[src/rtl/rvcs_pkg.sv]
// ----------------------------------------------------------------------------
// rvcs_pkg - shared types and constants for the voxel corruption selector
// Twister constants, register map, and controller/datapath command types.
// ----------------------------------------------------------------------------
package rvcs_pkg;

   localparam int unsigned MT_N = 624;
   localparam int unsigned MT_M = 397;

   typedef logic [31:0] word_type;
   typedef logic [32:0] thr_type;
   typedef logic [9:0]  tw_idx_type;
   typedef logic [2:0]  csr_idx_type;

   localparam tw_idx_type IDX_LAST = tw_idx_type'(MT_N - 1);

   localparam word_type MT_UPPER     = 32'h8000_0000;
   localparam word_type MT_LOWER     = 32'h7FFF_FFFF;
   localparam word_type MT_MATRIX    = 32'h9908_B0DF;
   localparam word_type MT_INIT_MULT = 32'd1812433253;
   localparam word_type SEED_RESET   = 32'd5489;

   localparam csr_idx_type CSR_SEED               = 3'd0;
   localparam csr_idx_type CSR_BOUNDARY_ENABLE    = 3'd1;
   localparam csr_idx_type CSR_BOUNDARY_THRESHOLD = 3'd2;
   localparam csr_idx_type CSR_POISSON_ENABLE     = 3'd3;
   localparam csr_idx_type CSR_POISSON_THRESHOLD  = 3'd4;

   typedef struct packed {
      logic accept;     // capture the incoming word
      logic seed_init;  // write seed to entry 0, start seeding sweep
      logic seed_mul;   // init multiply on previous entry
      logic seed_add;   // add index, write entry
      logic draw_rd;    // read next and far entries
      logic draw_ev;    // regenerate entry, temper, compare
      logic load_rsp;   // move decision into output register
   } dp_cmd_type;

   typedef struct packed {
      logic need_seed;
      logic any_draw;
      logic more_draws;
      logic seed_last;
   } dp_status_type;

   function automatic word_type mt_temper(input word_type w);
      word_type y;
      y = w ^ (w >> 11);
      y = y ^ ((y << 7) & 32'h9D2C_5680);
      y = y ^ ((y << 15) & 32'hEFC6_0000);
      y = y ^ (y >> 18);
      return y;
   endfunction

   function automatic word_type mt_regen(input word_type cur, input word_type nxt,
                                         input word_type far);
      word_type y;
      word_type v;
      y = (cur & MT_UPPER) | (nxt & MT_LOWER);
      v = far ^ (y >> 1);
      if (y[0]) begin
         v = v ^ MT_MATRIX;
      end
      return v;
   endfunction

endpackage

[src/rtl/rvcs_ctrl.sv]
// ----------------------------------------------------------------------------
// rvcs_ctrl - sequencing controller for the voxel corruption selector
// Walks one word through reseed, boundary draw, Poisson draw and result.
// ----------------------------------------------------------------------------
module rvcs_ctrl (
   input  logic                      clock,
   input  logic                      reset,
   input  logic                      req_valid,
   output logic                      req_stall,
   output logic                      rsp_valid,
   input  logic                      rsp_stall,
   output rvcs_pkg::dp_cmd_type      cmd,
   input  rvcs_pkg::dp_status_type   status
);
   import rvcs_pkg::*;

   localparam logic [2:0] ST_IDLE     = 3'd0;
   localparam logic [2:0] ST_PLAN     = 3'd1;
   localparam logic [2:0] ST_SEED_MUL = 3'd2;
   localparam logic [2:0] ST_SEED_ADD = 3'd3;
   localparam logic [2:0] ST_DRAW_RD  = 3'd4;
   localparam logic [2:0] ST_DRAW_EV  = 3'd5;
   localparam logic [2:0] ST_FINISH   = 3'd6;

   logic [2:0] state_ff, state_in;
   logic       rsp_valid_ff, rsp_valid_in;
   logic       slot_free;

   assign req_stall = (state_ff != ST_IDLE);
   assign rsp_valid = rsp_valid_ff;
   assign slot_free = ~rsp_valid_ff | ~rsp_stall;

   always_comb begin
      cmd      = '0;
      state_in = state_ff;
      unique case (state_ff)
         ST_IDLE: begin
            if (req_valid) begin
               cmd.accept = 1'b1;
               state_in   = ST_PLAN;
            end
         end
         ST_PLAN: begin
            priority if (status.need_seed) begin
               cmd.seed_init = 1'b1;
               state_in      = ST_SEED_MUL;
            end else if (status.any_draw) begin
               state_in = ST_DRAW_RD;
            end else begin
               state_in = ST_FINISH;
            end
         end
         ST_SEED_MUL: begin
            cmd.seed_mul = 1'b1;
            state_in     = ST_SEED_ADD;
         end
         ST_SEED_ADD: begin
            cmd.seed_add = 1'b1;
            state_in     = status.seed_last ? ST_PLAN : ST_SEED_MUL;
         end
         ST_DRAW_RD: begin
            cmd.draw_rd = 1'b1;
            state_in    = ST_DRAW_EV;
         end
         ST_DRAW_EV: begin
            cmd.draw_ev = 1'b1;
            state_in    = status.more_draws ? ST_DRAW_RD : ST_FINISH;
         end
         ST_FINISH: begin
            if (slot_free) begin
               cmd.load_rsp = 1'b1;
               state_in     = ST_IDLE;
            end
         end
         default: state_in = ST_IDLE;
      endcase
   end

   always_comb begin
      rsp_valid_in = rsp_valid_ff;
      if (cmd.load_rsp) begin
         rsp_valid_in = 1'b1;
      end else if (~rsp_stall) begin
         rsp_valid_in = 1'b0;
      end
   end

   always_ff @(posedge clock) begin
      if (reset) begin
         state_ff     <= ST_IDLE;
         rsp_valid_ff <= 1'b0;
      end else begin
         state_ff     <= state_in;
         rsp_valid_ff <= rsp_valid_in;
      end
   end

endmodule

[config.mk]
export PLATFORM = sky130hd
export DESIGN_NAME = rvcs_ctrl
export DESIGN_NICKNAME = d
export VERILOG_FILES = /design/src/rtl/rvcs_pkg.sv /design/src/rtl/rvcs_ctrl.sv
export SDC_FILE = /design/constraint.sdc
export NUM_CORES = 1
export LEC_CHECK = 0
export ABC_AREA = 1
export BUFFER_PORTS_ARGS = -buffer_cell sky130_fd_sc_hd__buf_2
export CORE_AREA = 5 5 42 44
export CTS_CLUSTER_DIAMETER = 60
export DETAILED_ROUTE_END_ITERATION = 12
export DIE_AREA = 0 0 47 49
export GPL_ROUTABILITY_DRIVEN = 1
export GPL_TIMING_DRIVEN = 0
export MAX_ROUTING_LAYER = met4
export PLACE_DENSITY = 0.54
export SLEW_MARGIN = 5
export SYNTH_ARGS = -nofsm -noshare
export SYNTH_HDL_FRONTEND = slang
export SYNTH_SLANG_ARGS = --single-unit
[constraint.sdc]
create_clock -name clock -period 0.8 [get_ports clock]
set_input_delay 0 -clock clock [delete_from_list [all_inputs] [get_ports clock]]
set_output_delay 0 -clock clock [all_outputs]
set_load 0.03 [all_outputs]
# Word-level counts from Yosys, hierarchy flattened
# Index checks and enable logic that the tools add are counted.
[totals]
ff_bits = 4
input_bits = 8
out_inout_bits = 9
word_cells = 36
[op_classes]
n_eq_ne = 9
mux = 19
n_bitwise = 3
n_reduce_logical = 3
[op_table]
columns = ["operator", "n"]
rows = [
  ["case mux 3 bit (7 select lines)", 1],
  ["2-to-1 mux 1 bit", 12],
  ["equality test 3 bit (second input constant)", 3],
  ["2-to-1 mux 3 bit", 3],
  ["equality test 3 x 2 -> 1 bit (second input constant)", 2],
  ["2-to-1 mux 2 bit", 3],
  ["!= test 2 bit (second input constant)", 2],
  ["equality test 3 x 1 -> 1 bit (second input constant)", 1],
  ["zero test 3 bit", 1],
  ["nonzero test 3 bit", 1],
  ["!= test 2 x 1 -> 1 bit (second input constant)", 1],
  ["inverter 1 bit", 2],
  ["AND reduction 2 bit", 1],
  ["bitwise OR 1 bit", 1],
]

# Logic depth before layout (Yosys ltp)
[logic_depth]
word_depth = 5
ltp_mapped = 7
depth_no_buf = 7

# Worst setup path after synthesis
# No wires, ideal clock.
[synth_timing]
kind = "reg2out"
from = "register state_ff[2]"
to = "output cmd[5] in the netlist's numbering"
arrival_time_ns = 1.419
t_required_ns = 0.800
path_slack_ns = -0.619
stages_incl_launch_ff = 3
path_buffers = 1
path_cell_list = "dfxtp_1 -> buf_4 -> nor4_1"
[synth_rtl]
columns = ["element", "line", "text"]
rows = [
  ["from (decl)", "rvcs_ctrl.sv:25", "logic [2:0] state_ff, state_in;"],
  ["from (signal assigned)", "rvcs_ctrl.sv:93", "state_ff <= state_in;"],
  ["to (decl)", "rvcs_ctrl.sv:12", "output rvcs_pkg::dp_cmd_type cmd,"],
]

==> results.py <==
metrics = {
    "synthesis": {
        "yosysWarnings": 0,
        "syn_nets": 55,
        "synth_top_cell_area_share": 0.274,
        "synth_area_um2": 293,
        "synth_top_area_cell": "dfxtp_1",
        "ys_ff_latch": 4,
        "synth_cell_types": 16,
        "netlist_instances": 47,
        "syn_area_per_cell_um2": 6.23,
        "ys_seq_area_frac": 0.274,
        "synth.area.top_cells": "dfxtp_1, inv_1, nand2_1",
    },
    "clock_network": {
        "cts_made_buffers": 3,
        "cts_max_level": 1,
        "clockBufferDepth": 2,
        "worstSkewPairLatency_ps": 230,
        "clkSinkCount": 4,
        "clk_pin_slew_ps": 40,
        "cts-root-buf": "clkbuf_4",
        "cts_tree": "yes",
    },
    "critical_path": {
        "critical_path.max_stage_delay_ps": 390,
        "path_cells": "clkinvlp_4 -> nor3_4 -> buf_6",
        "required_ps": 800,
        "worstPathArrival_ps": 1120,
        "crit_buf_inv": 2,
        "crit_type": "reg -> out",
        "crit_path_top_delay_cell": "dfxtp_4",
        "crit_path_end_kind": "primary output",
        "path_max_fanout": 5,
        "start_kind": "flop",
        "crit_family": "flip-flops",
    },
    "route": {
        "routedWlPerCell_um": 11.0,
        "antenna_left": 0,
        "viasPerCell": 4.46,
        "vias": 415,
        "top_layer": "met4",
        "dr.pass1.iters": 2,
        "drc": 0,
        "wl_um": 1020,
        "wl_met3_um": 52,
        "wl_met2_um": 513,
        "met1_length_um": 430,
        "drtIter0Drc": 7,
    },
    "run_status": {
        "status": "finished with violations",
        "violations": "negative setup slack",
    },
    "die": {
        "floorplan.die_area_um2": 2300,
        "start_util": 0.209,
        "coreArea_um2": 1400,
        "placementRows": 14,
        "die_x_um": 47,
        "die_y_um": 49,
        "io_pins": 17,
    },
    "placed_design": {
        "place_congestion": 0.730,
        "portBuffers": 16,
        "dp.cells": 79,
        "dp.final_hpwl_um": 641,
        "post-place-ws_ps": -335,
        "dpl_cell_area_um2": 483,
    },
    "timing": {
        "rsz0062_at_grt": "true",
        "finClkSkew_ps": 0.959,
        "max_slew_margin": 0.877,
        "worst_slew_pin_slew_ps": 182,
        "layout_min_cycle_time_ps": 1120,
        "fin_ws_ps": -325,
        "hold_viol_final": 0,
        "slew_viol_final": 0,
        "clock.fmax_ghz": 0.889,
        "holdWs_ps": 84.3,
        "period_share": 1.41,
        "setup_viol": 12,
    },
    "grt": {
        "grt_pass1_wl_um": 1750,
        "gr-total-overflow": 0,
        "antenna_found_initial": 0,
        "first_global_vias": 437,
        "grt_max_degree": 9,
        "grt_usage": 0.105,
    },
    "final_layout": {
        "fillCellCount": 140,
        "layoutNonFillerInstCount": 93,
        "final_nets": 86,
        "final_common_cell": "buf_6",
        "syn_to_final_growth_pct": 136,
        "drive_gt1_frac": 0.701,
        "layout_common_cells": "buf_6, buf_2, buf_4, inv_1, nand2_1",
        "fin_util": 0.494,
        "stdcell_area_um2": 692,
        "num_antenna_cells": 0,
    },
    "job": {
        "cap_violations": 0,
    },
    "pwr": {
        "p_leak_nw": 0.329,
        "ir_worst_vdd_mv": 0.908,
        "power.density_nw_per_um2": 2350,
    },
    "min_path": {
        "hp-class": "in -> reg",
    },
}
==> power by group <==
group | switching, mW | internal [mW] | total [mW] | leakage [nW]
registers | 0.0890 | 0.252 | 0.341 | 0.0353
clock network | 0.0813 | 0.187 | 0.268 | 0.0150
logic | 0.556 | 0.459 | 1.02 | 0.279
==> through the flow <==
step	setup TNS (ps)	total power [mW]
final	-3230	1.63
after global routing	-4050	1.74
after CTS	-3780	1.58
after detailed placement	-2230	1.03
after global placement	-2130	1.02
after floorplan	-1310	0.881
==> path summary, 6_finish.rpt <==
check | from | endpoint | slack, ps | depth (start not counted)
max | state_ff[2] | cmd[1] | -320 | 3
min | rsp_stall | rsp_valid | 80 | 3
max reg2reg | state_ff[2] | state_ff[1] | -320 | 6
min reg2reg | rsp_valid | rsp_valid | 530 | 2
==> area by class of cell <==
| type | count | area (um^2) | area share |
|---|---|---|---|
| multi-input cells | 31 | 263 | 0.380 |
| clock buffers | 4 | 26.3 | 0.0380 |
| inverters | 10 | 56.3 | 0.0814 |
| flip-flops and latches | 4 | 92.6 | 0.134 |
| repair buffers | 28 | 234 | 0.338 |
| well taps | 16 | 20.0 | 0.0289 |
==> cell usage after synthesis, drive strengths merged <==
| cell | number |
|---|---|
| nand3 | 5 |
| nor2 | 8 |
| nor4 | 1 |
| o21ai | 3 |
| dfxtp | 4 |
| nand2 | 6 |
| nor3 | 4 |
| inv | 10 |
| nand4 | 2 |
| a21oi | 2 |
| buf | 2 |
==> worst register-to-register path: cells and delay by family, from the launching register on <==
family / cells / cell delay, ps
buffers and inverters: 2 / 360
AND/OR/NAND/NOR: 4 / 260
flip-flops: 1 / 390
==> layer usage <==
| layer | vias to the layer above | global-route usage |
|---|---|---|
| li1 | 211 | - |
| met1 | 189 | 0.127 |
| met2 | 11 | 0.149 |
| met3 | 4 | 0.0332 |
| met4 | 0 | 0.0553 |
| met5 | - | - |
==> cell families after synthesis <==
| kind of cell | synth area share |
|---|---|
| and+or+nand+nor | 0.449 |
| buffers and inverters | 0.179 |
| AOI/OAI and AO/OA | 0.0983 |
| DFF | 0.274 |
==> registers in the layout, indices dropped and copies added, names as in the netlist <==
register	cells
state_ff	3
rsp_valid	1
==> repair_timing <==
| action | CTS | global route |
|---|---|---|
| endpoints found under the setup margin | 12 | 12 |
| pin swaps | 6 | 9 |
| hold endpoints to repair | 3 | 0 |
| hold buffers | 1 | 0 |
| gates resized for setup | 27 | 6 |
| gates cloned | 0 | 0 |
| setup buffers | 9 | 2 |
(Power assumes the default switching activity.)
